===== src/rtl/knn_squared_distance_search_core_macros.svh =====
// Assertion helpers for the search core.
`ifndef KNN_SQUARED_DISTANCE_SEARCH_CORE_MACROS_SVH
`define KNN_SQUARED_DISTANCE_SEARCH_CORE_MACROS_SVH

// Condition must hold at every edge outside reset.
`define KNN_ASSERT_ALWAYS(label, clk, rst_n, cond, msg) \
	label: assert property (@(posedge clk) disable iff (!rst_n) (cond)) \
		else $error(msg);

// Consequent must hold in the same cycle as the antecedent.
`define KNN_ASSERT_SAME(label, clk, rst_n, ante, cons, msg) \
	label: assert property (@(posedge clk) disable iff (!rst_n) (ante) |-> (cons)) \
		else $error(msg);

// Consequent must hold in the cycle after the antecedent.
`define KNN_ASSERT_NEXT(label, clk, rst_n, ante, cons, msg) \
	label: assert property (@(posedge clk) disable iff (!rst_n) (ante) |=> (cons)) \
		else $error(msg);

`endif


===== src/rtl/knn_pkg.sv =====
package knn_pkg;

	// Fixed field widths
	localparam int ID_W       = 16;
	localparam int CMD_W      = 2;
	localparam int DIST_W     = 38;
	localparam int FC_W       = 7;
	localparam int NC_W       = 5;
	localparam int CFG_IDX_W  = 2;
	localparam int CFG_DATA_W = 7;

	// Saturation ceiling of the running distance
	localparam logic [DIST_W-1:0] DIST_MAX = '1;

	// Command codes
	localparam logic [CMD_W-1:0] CMD_QUERY = 2'd0;
	localparam logic [CMD_W-1:0] CMD_CAND  = 2'd1;
	localparam logic [CMD_W-1:0] CMD_EMIT  = 2'd2;

	// Register indexes
	localparam logic [CFG_IDX_W-1:0] REG_FEATURE_COUNT  = 2'd0;
	localparam logic [CFG_IDX_W-1:0] REG_NEIGHBOR_COUNT = 2'd1;

	// Register reset values
	localparam logic [FC_W-1:0] FC_RESET = 7'd64;
	localparam logic [NC_W-1:0] NC_RESET = 5'd4;

	// Parameter defaults
	localparam int MAX_FEATURES_DEF  = 64;
	localparam int MAX_NEIGHBORS_DEF = 16;
	localparam int FEATURE_BITS_DEF  = 16;

	// Controls for the multiply-accumulate unit
	typedef struct packed {
		logic diff_en;
		logic sq_en;
		logic acc_en;
		logic clear;
	} mac_ctrl_t;

endpackage


===== src/rtl/knn_mac.sv =====
module knn_mac #(
	parameter int FEATURE_BITS = knn_pkg::FEATURE_BITS_DEF
) (
	input  logic                             clk,
	input  logic                             arst_n,
	input  knn_pkg::mac_ctrl_t               ctrl,
	input  logic signed [FEATURE_BITS-1:0]   query_value,
	input  logic signed [FEATURE_BITS-1:0]   cand_value,
	output logic [knn_pkg::DIST_W-1:0]       sum_sat
);
	import knn_pkg::*;

	localparam int MAG_W  = FEATURE_BITS + 1;
	localparam int PROD_W = 2 * MAG_W;
	localparam int SUM_W  = ((PROD_W > DIST_W) ? PROD_W : DIST_W) + 1;

	logic signed [MAG_W-1:0] diff;
	logic [MAG_W-1:0]        mag;
	logic [MAG_W-1:0]        mag_s1;
	logic [PROD_W-1:0]       prod_s2;
	logic [DIST_W-1:0]       run_q;
	logic [SUM_W-1:0]        sum;

	// Absolute feature difference
	always_comb begin
		diff = MAG_W'(query_value) - MAG_W'(cand_value);
		mag  = diff[MAG_W-1] ? (~diff + 1'b1) : diff;
	end

	// Difference stage, then square stage
	always_ff @(posedge clk) begin
		if (ctrl.diff_en) begin
			mag_s1 <= mag;
		end
		if (ctrl.sq_en) begin
			prod_s2 <= mag_s1 * mag_s1;
		end
	end

	// Saturating add onto the running distance
	always_comb begin
		sum     = SUM_W'(run_q) + SUM_W'(prod_s2);
		sum_sat = (sum > SUM_W'(DIST_MAX)) ? DIST_MAX : sum[DIST_W-1:0];
	end

	// Hold, advance or drop the running distance
	always_ff @(posedge clk or negedge arst_n) begin
		if (!arst_n) begin
			run_q <= '0;
		end else if (ctrl.acc_en) begin
			run_q <= ctrl.clear ? '0 : sum_sat;
		end
	end

endmodule


===== src/rtl/knn_squared_distance_search_core.sv =====
// Channel  | Handshake              | Beat contents
// input    | in_valid / in_stall    | command, vector_id, feature_value
// output   | out_valid / out_stall  | neighbor_id, neighbor_distance, last_neighbor
// config   | cfg_valid / cfg_ready  | cfg_index, cfg_data
//
// A query feature is written to the query memory. A candidate feature passes through
// query memory read, difference, square and accumulate via the one multiply-accumulate
// unit. A finished candidate that replaces a slot scans the filled slots, one slot per
// cycle through the single read port of the slot memory; emit reads and then loads each
// neighbor in turn, and a held beat waits on out_stall before the next one is read.
// Reset clears control state only; query and slot memories are not swept.
`include "knn_squared_distance_search_core_macros.svh"

module knn_squared_distance_search_core #(
	parameter int MAX_FEATURES  = knn_pkg::MAX_FEATURES_DEF,
	parameter int MAX_NEIGHBORS = knn_pkg::MAX_NEIGHBORS_DEF,
	parameter int FEATURE_BITS  = knn_pkg::FEATURE_BITS_DEF
) (
	input  logic                              clk,
	input  logic                              arst_n,
	input  logic                              in_valid,
	output logic                              in_stall,
	input  logic [knn_pkg::CMD_W-1:0]         command,
	input  logic [knn_pkg::ID_W-1:0]          vector_id,
	input  logic signed [FEATURE_BITS-1:0]    feature_value,
	output logic                              out_valid,
	input  logic                              out_stall,
	output logic [knn_pkg::ID_W-1:0]          neighbor_id,
	output logic [knn_pkg::DIST_W-1:0]        neighbor_distance,
	output logic                              last_neighbor,
	input  logic                              cfg_valid,
	output logic                              cfg_ready,
	input  logic [knn_pkg::CFG_IDX_W-1:0]     cfg_index,
	input  logic [knn_pkg::CFG_DATA_W-1:0]    cfg_data
);
	import knn_pkg::*;

	localparam int QA_W = (MAX_FEATURES > 1) ? $clog2(MAX_FEATURES) : 1;
	localparam int PW   = $clog2(MAX_FEATURES + 1);
	localparam int SA_W = (MAX_NEIGHBORS > 1) ? $clog2(MAX_NEIGHBORS) : 1;
	localparam int NW   = $clog2(MAX_NEIGHBORS + 1);
	localparam int FCW  = (PW > FC_W) ? PW : FC_W;
	localparam int KCW  = (NW > NC_W) ? NW : NC_W;

	// Sequencer states
	localparam logic [2:0] ST_IDLE    = 3'd0;
	localparam logic [2:0] ST_SUB     = 3'd1;
	localparam logic [2:0] ST_MUL     = 3'd2;
	localparam logic [2:0] ST_ACC     = 3'd3;
	localparam logic [2:0] ST_SCAN    = 3'd4;
	localparam logic [2:0] ST_EMIT_RD = 3'd5;
	localparam logic [2:0] ST_EMIT_WR = 3'd6;

	logic [2:0]        state_q;
	logic [FC_W-1:0]   fc_q;
	logic [NC_W-1:0]   nc_q;
	logic [ID_W-1:0]   qid_q;
	logic [PW-1:0]     pos_q;
	logic [NW-1:0]     fill_q;
	logic [DIST_W-1:0] max_q;
	logic              done_q;
	logic [NW-1:0]     issue_q;
	logic              vld_s1;
	logic              found_q;
	logic              out_valid_q;

	logic [ID_W-1:0]          cid_q;
	logic signed [FEATURE_BITS-1:0] fv_q;
	logic [DIST_W-1:0]        dist_q;
	logic [SA_W-1:0]          idx_s1;
	logic [SA_W-1:0]          found_idx_q;
	logic [DIST_W-1:0]        acc_max_q;
	logic [ID_W-1:0]          out_id_q;
	logic [DIST_W-1:0]        out_dist_q;
	logic                     out_last_q;

	// Memories and their read data
	logic signed [FEATURE_BITS-1:0] qmem [MAX_FEATURES];
	logic signed [FEATURE_BITS-1:0] q_rd_q;
	logic [DIST_W-1:0]              slot_dist_mem [MAX_NEIGHBORS];
	logic [ID_W-1:0]                slot_id_mem [MAX_NEIGHBORS];
	logic [DIST_W-1:0]              slot_rd_dist_q;
	logic [ID_W-1:0]                slot_rd_id_q;

	logic [FCW-1:0]    fc_ext;
	logic [KCW-1:0]    nc_ext;
	logic [PW-1:0]     n_eff;
	logic [NW-1:0]     k_eff;
	logic [PW-1:0]     pos_inc;
	logic              pos_done;
	logic              accept;
	logic              feat_item;
	logic              q_we;
	logic              q_re;
	logic              slot_re;
	logic              slot_we;
	logic [SA_W-1:0]   slot_waddr;
	logic [DIST_W-1:0] slot_wdist;
	logic [DIST_W-1:0] sum_sat;
	mac_ctrl_t         mac_ctrl;
	logic              fin;
	logic              append;
	logic              start_scan;
	logic              scan_end;
	logic              out_free;
	logic              emit_load;
	logic              emit_last;
	logic              emit_empty;

	// Effective feature and neighbor counts
	always_comb begin
		fc_ext = FCW'(fc_q);
		nc_ext = KCW'(nc_q);
		if (fc_ext == '0) begin
			n_eff = PW'(1);
		end else if (fc_ext > FCW'(MAX_FEATURES)) begin
			n_eff = PW'(MAX_FEATURES);
		end else begin
			n_eff = fc_ext[PW-1:0];
		end
		if (nc_ext == '0) begin
			k_eff = NW'(1);
		end else if (nc_ext > KCW'(MAX_NEIGHBORS)) begin
			k_eff = NW'(MAX_NEIGHBORS);
		end else begin
			k_eff = nc_ext[NW-1:0];
		end
	end

	// Sequencer strobes
	always_comb begin
		accept     = in_valid && (state_q == ST_IDLE);
		feat_item  = accept && ((command == CMD_QUERY) || (command == CMD_CAND));
		pos_inc    = pos_q + PW'(1);
		pos_done   = (pos_inc >= n_eff);
		q_we       = accept && (command == CMD_QUERY);
		q_re       = accept && (command == CMD_CAND);
		emit_empty = accept && (command == CMD_EMIT) && (fill_q == '0);

		fin        = (state_q == ST_ACC) && done_q && (cid_q != qid_q);
		append     = fin && (fill_q < k_eff);
		start_scan = fin && !append && (sum_sat < max_q);
		scan_end   = (state_q == ST_SCAN) && (issue_q == fill_q) && !vld_s1;

		out_free   = !out_valid_q || !out_stall;
		emit_load  = (state_q == ST_EMIT_WR) && out_free;
		emit_last  = ((issue_q + NW'(1)) == fill_q);

		slot_re    = ((state_q == ST_SCAN) && (issue_q < fill_q)) || (state_q == ST_EMIT_RD);
		slot_we    = append || scan_end;
		slot_waddr = append ? fill_q[SA_W-1:0] : found_idx_q;
		slot_wdist = append ? sum_sat : dist_q;

		mac_ctrl.diff_en = (state_q == ST_SUB);
		mac_ctrl.sq_en   = (state_q == ST_MUL);
		mac_ctrl.acc_en  = (state_q == ST_ACC) || (q_we && pos_done) || emit_empty ||
			(emit_load && emit_last);
		mac_ctrl.clear   = (state_q != ST_ACC) || done_q;
	end

	// Query memory: write on query beats, read on candidate beats
	always_ff @(posedge clk) begin
		if (q_we) begin
			qmem[pos_q[QA_W-1:0]] <= feature_value;
		end
		if (q_re) begin
			q_rd_q <= qmem[pos_q[QA_W-1:0]];
		end
	end

	// Slot memory: one write port, one read port at the scan counter
	always_ff @(posedge clk) begin
		if (slot_we) begin
			slot_dist_mem[slot_waddr] <= slot_wdist;
			slot_id_mem[slot_waddr]   <= cid_q;
		end
		if (slot_re) begin
			slot_rd_dist_q <= slot_dist_mem[issue_q[SA_W-1:0]];
			slot_rd_id_q   <= slot_id_mem[issue_q[SA_W-1:0]];
		end
	end

	knn_mac #(
		.FEATURE_BITS(FEATURE_BITS)
	) u_mac (
		.clk        (clk),
		.arst_n     (arst_n),
		.ctrl       (mac_ctrl),
		.query_value(q_rd_q),
		.cand_value (fv_q),
		.sum_sat    (sum_sat)
	);

	// Control state
	always_ff @(posedge clk or negedge arst_n) begin
		if (!arst_n) begin
			state_q     <= ST_IDLE;
			fc_q        <= FC_RESET;
			nc_q        <= NC_RESET;
			qid_q       <= '0;
			pos_q       <= '0;
			fill_q      <= '0;
			max_q       <= '0;
			done_q      <= 1'b0;
			issue_q     <= '0;
			vld_s1      <= 1'b0;
			found_q     <= 1'b0;
			out_valid_q <= 1'b0;
		end else begin
			// Register writes
			if (cfg_valid) begin
				case (cfg_index)
					REG_FEATURE_COUNT:  fc_q <= cfg_data[FC_W-1:0];
					REG_NEIGHBOR_COUNT: nc_q <= cfg_data[NC_W-1:0];
					default: ;
				endcase
			end

			// Advance the shared feature position
			if (feat_item) begin
				pos_q  <= pos_done ? '0 : pos_inc;
				done_q <= pos_done;
			end
			if (q_we) begin
				qid_q <= vector_id;
			end

			// Drop a result once taken, load a new one on emit
			if (emit_load) begin
				out_valid_q <= 1'b1;
			end else if (!out_stall) begin
				out_valid_q <= 1'b0;
			end

			case (state_q)
				ST_IDLE: begin
					if (q_re) begin
						state_q <= ST_SUB;
					end else if (accept && (command == CMD_EMIT)) begin
						issue_q <= '0;
						if (emit_empty) begin
							fill_q <= '0;
							max_q  <= '0;
							pos_q  <= '0;
						end else begin
							state_q <= ST_EMIT_RD;
						end
					end
				end
				ST_SUB: begin
					state_q <= ST_MUL;
				end
				ST_MUL: begin
					state_q <= ST_ACC;
				end
				ST_ACC: begin
					if (append) begin
						fill_q <= fill_q + NW'(1);
						if (sum_sat > max_q) begin
							max_q <= sum_sat;
						end
						state_q <= ST_IDLE;
					end else if (start_scan) begin
						issue_q <= '0;
						vld_s1  <= 1'b0;
						found_q <= 1'b0;
						state_q <= ST_SCAN;
					end else begin
						state_q <= ST_IDLE;
					end
				end
				ST_SCAN: begin
					vld_s1 <= slot_re;
					if (slot_re) begin
						issue_q <= issue_q + NW'(1);
					end
					if (vld_s1 && !found_q && (slot_rd_dist_q == max_q)) begin
						found_q <= 1'b1;
					end
					if (scan_end) begin
						max_q   <= (acc_max_q > dist_q) ? acc_max_q : dist_q;
						state_q <= ST_IDLE;
					end
				end
				ST_EMIT_RD: begin
					state_q <= ST_EMIT_WR;
				end
				ST_EMIT_WR: begin
					if (emit_load) begin
						issue_q <= issue_q + NW'(1);
						if (emit_last) begin
							fill_q  <= '0;
							max_q   <= '0;
							pos_q   <= '0;
							state_q <= ST_IDLE;
						end else begin
							state_q <= ST_EMIT_RD;
						end
					end
				end
				default: begin
					state_q <= ST_IDLE;
				end
			endcase
		end
	end

	// Payload registers
	always_ff @(posedge clk) begin
		if (q_re) begin
			cid_q <= vector_id;
			fv_q  <= feature_value;
		end
		if (start_scan) begin
			dist_q    <= sum_sat;
			acc_max_q <= '0;
		end
		if (slot_re) begin
			idx_s1 <= issue_q[SA_W-1:0];
		end
		// First slot at the maximum is the one replaced; the rest feed the new maximum
		if ((state_q == ST_SCAN) && vld_s1) begin
			if (!found_q && (slot_rd_dist_q == max_q)) begin
				found_idx_q <= idx_s1;
			end else if (slot_rd_dist_q > acc_max_q) begin
				acc_max_q <= slot_rd_dist_q;
			end
		end
		if (emit_load) begin
			out_id_q   <= slot_rd_id_q;
			out_dist_q <= slot_rd_dist_q;
			out_last_q <= emit_last;
		end
	end

	assign in_stall          = (state_q != ST_IDLE);
	assign cfg_ready         = 1'b1;
	assign out_valid         = out_valid_q;
	assign neighbor_id       = out_id_q;
	assign neighbor_distance = out_dist_q;
	assign last_neighbor     = out_last_q;

	`KNN_ASSERT_ALWAYS(a_pos_range, clk, arst_n, pos_q < PW'(MAX_FEATURES), "position out of range")
	`KNN_ASSERT_SAME(a_scan_found, clk, arst_n, scan_end, found_q, "no slot at the maximum")
	`KNN_ASSERT_NEXT(a_append_fill, clk, arst_n, append, fill_q == $past(fill_q) + NW'(1), "fill did not advance")
	`KNN_ASSERT_NEXT(a_emit_clear, clk, arst_n, emit_load && emit_last, (fill_q == '0) && (max_q == '0), "table not cleared")

endmodule

===== config.mk =====
export PLATFORM = sky130hd
export DESIGN_NAME = knn_squared_distance_search_core
export DESIGN_NICKNAME = d
export VERILOG_FILES = /design/src/rtl/knn_pkg.sv /design/src/rtl/knn_mac.sv /design/src/rtl/knn_squared_distance_search_core.sv
export VERILOG_INCLUDE_DIRS = /design/src /design/src/rtl
export SDC_FILE = /design/constraint.sdc
export NUM_CORES = 2
export LEC_CHECK = 0
export ABC_CLOCK_PERIOD_IN_PS = 9200
export BUFFER_PORTS_ARGS = -buffer_cell sky130_fd_sc_hd__clkbuf_2
export CORE_UTILIZATION = 55
export CTS_BUF_LIST = sky130_fd_sc_hd__clkbuf_4 sky130_fd_sc_hd__clkbuf_8
export CTS_CLUSTER_DIAMETER = 200
export DETAILED_ROUTE_END_ITERATION = 7
export PLACE_DENSITY_LB_ADDON = 0.05
export SLEW_MARGIN = 20
export SYNTH_ARGS = -nofsm -noshare
export SYNTH_HDL_FRONTEND = slang
export SYNTH_SLANG_ARGS = --single-unit

===== constraint.sdc =====
create_clock -name clk -period 9.2 [get_ports clk]
set_input_delay 1.38 -clock clk [delete_from_list [all_inputs] [get_ports clk]]
set_output_delay 1.38 -clock clk [all_outputs]
set_load 0.005 [all_outputs]

==> results.toml <==
[run_status]
status = "finished, final reports clean"

[clocking]
cts_max_path_buffers = 4
cts_sinks = 2307
clkLatencyLatePin_ns = 1.08
postCtsHoldBufs = 0
cts.clk_slew.worst_paths_ns = 0.06
cts_buffers = 383
post_cts_buffers = 0
htree_levels = 5
cts_resized = 0
cts_tree = "built"
cts-root-buf = "clkbuf_8"

[global_routing]
grt.overflow.total = 0
grt_pass1_wl_mm = 394
grt_pass1_vias = 58700
use_met3 = 0.0491
grt_antenna_before_repair = 14
grt_max_degree = 106
grt_util_met1 = 0.417
met2_usage = 0.465
track_usage = 0.292
globalRoute.busiestLayer = "met2"

[logic_synthesis]
yosysWarnings = 0
synth_cells = 6282
synthDistinctLibCells = 90
yosys.area.top_type = "edfxtp_1"
synth_nets = 6814
syn_area_um2 = 101000
synth-seq-cells = 2307
avgSynthCellArea_um2 = 16.0
synth_edf_count = 2141
synthArstFlopShare = 0.0555
synth_area_leaders = "edfxtp_1, mux4_2, fa_1"
ys_seq_area_frac = 0.677
synth_top_area_frac = 0.638
synth_ff_type = "edfxtp_1"

[timing]
finalMaxSlewViolations = 0
setup_tns_ns = 0
rsz0062_at_grt = "no"
hold_viol = 0
final.period_utilization = 0.810
slew_headroom = 0.224
fmax_ghz = 0.134
period_minus_slack_ns = 7.45
fin_hold_ws_ns = 0.390
setup_viol = 0
finClkSkew_ns = 0.139
tightest_slew_ns = 1.16

[detailed_routing]
detail_route.wl_per_cell_um = 29.1
drt_iter0_drc = 6348
drc = 0
firstDrtPassIters = 6
final_antenna_net_count = 0
via_per_inst = 6.30
routed_wl_mm = 271
vias = 58600

[placed_design]
dpl_cell_area_um2 = 105000
hpwl_mm = 162
place_congestion = 0.924
io_buffers = 104

[floorplan]
dieArea_um2 = 185000
coreArea_um2 = 181000
die_x_um = 430
start_util = 0.556
rows = 156
die_h_um = 430
pin_count = 106

[critical_path]
path_class = "flop to flop"
endpoint = "u_mac.prod_s2[33]"
cp.required_ns = 9.98
r2r-end = "u_mac.prod_s2[33]"
endpoint_kind = "flop"
r2r_slack_ns = 1.75
crit_fanout = 14
reg2regPathDepth = 22
reg2reg_from = "u_mac.mag_s1[5]"
cp.arrival_ns = 8.23
startpoint = "u_mac.mag_s1[5]"
cp-start-kind = "flop"

[finish]
final_common_cell = "edfxtp_1"
nets = 7193
fillCellCount = 13300
seqCellArea_um2 = 68300
layout.cells.most_common_list = "edfxtp_1, inv_1, a22oi_1, clkbuf_8, ha_1"
finalInstanceArea_um2 = 112000
drive_gt1_frac = 0.187
multi_input_comb_area_um2 = 29800
areaGrowthSynthToFinish_pct = 11.5

[hold_path]
whs_path_depth = 0
hold_path.class = "flop to flop"

[run]
cap_violations = 0
-- Yosys cell counts (40+ instances only) --
cell type / instances
xnor2_1: 97
xor2_1: 51
edfxtp_1: 2141
mux2i_1: 79
ha_1: 291
a22o_1: 99
nand2_1: 217
o21ai_0: 145
a21o_1: 76
dfrtp_1: 126
nor2_1: 237
nand4_1: 157
inv_1: 500
mux2_2: 40
fa_1: 193
a21oi_1: 209
clkbuf_1: 214
a22oi_1: 417
and2_1: 60
nand3_1: 53
a221oi_1: 60
mux4_2: 270
buf_1: 74
-- layout make-up --
cell class / count / share of cell area
sequential: 2307 / 0.608
clock buffer: 554 / 0.0597
tap: 2370 / 0.0264
multi-input combinational: 3174 / 0.265
antenna: 7 / 0.000156
clock inverter: 103 / 0.00545
inverter: 500 / 0.0167
timing repair buffer: 295 / 0.0186
-- critical path, cell delays in order (launching register included) --
cell and delay, ns:
edfxtp_1 0.71, inv_1 0.30, nor2_1 0.28, fa_1 0.47, inv_1 0.08, fa_1 0.43, fa_1 0.51, inv_1 0.06
fa_1 0.54, inv_1 0.05, fa_1 0.48, inv_1 0.05, fa_1 0.43, ha_1 0.38, a21o_1 0.19, a21oi_1 0.21
o211ai_1 0.18, a22o_1 0.24, or2_2 0.31, a2111oi_0 0.51, o21ai_0 0.25, a2111oi_0 0.49, nor3b_1 0.11
-- flip-flops by register name, summed over array words and instances, names as in the netlist, 4 cells and up --
name,flops
pos_q,7
neighbor_distance,38
dist_q,38
fv_q,16
qmem,1024
u_mac.run_q,38
u_mac.prod_s2,33
q_rd_q,16
nc_ext,5
neighbor_id,16
fill_q,5
issue_q,5
slot_rd_dist_q,38
slot_dist_mem,608
found_idx_q,4
max_q,38
slot_rd_id_q,16
qid_q,16
fc_ext,7
cid_q,16
idx_s1,4
slot_id_mem,256
u_mac.mag_s1,17
acc_max_q,38
-- through the flow --
| stage | setup slack, ns | utilization | cells |
|---|---|---|---|
| detailed placement | 1.70 | 0.579 | 8645 |
| global placement | 1.94 | 0.578 | 8643 |
| finish | 1.75 | 0.619 | 9310 |
| global route | 1.32 | 0.619 | 9307 |
| CTS | 1.73 | 0.619 | 9302 |
| floorplan | 2.53 | - | 6282 |
-- logic make-up after synthesis --
family | synth area share
buffers and inverters | 0.0303
DFF | 0.677
and+or+nand+nor | 0.0440
other | 0.0000372
AOI/OAI and AO/OA | 0.0876
xor gates and xnor gates | 0.0129
muxes | 0.0732
adders and majority gates | 0.0745
-- layer usage --
metal,part of all wire,wire length (um)
met4,0.028,7480
met1,0.42,113000
met5,0.00010,27
met2,0.48,129000
met3,0.078,21000
-- how the worst min path moves through the flow --
stage | start | to | slack, ns
2_1_floorplan | idx_s1[0] | found_idx_q[0] | 0.40
4_1_cts | arst_n | max_q[2] | 0.38
3_3_place_gp | slot_rd_id_q[7] | neighbor_id[7] | 0.40
3_5_place_dp | idx_s1[1] | found_idx_q[1] | 0.40
6_report | slot_rd_id_q[14] | neighbor_id[14] | 0.39
5_1_grt | slot_rd_id_q[14] | neighbor_id[14] | 0.40
Power is left out: the tool's default activity adds up to more than one toggle a clock period on the data nets, which glitch-free logic cannot reach.
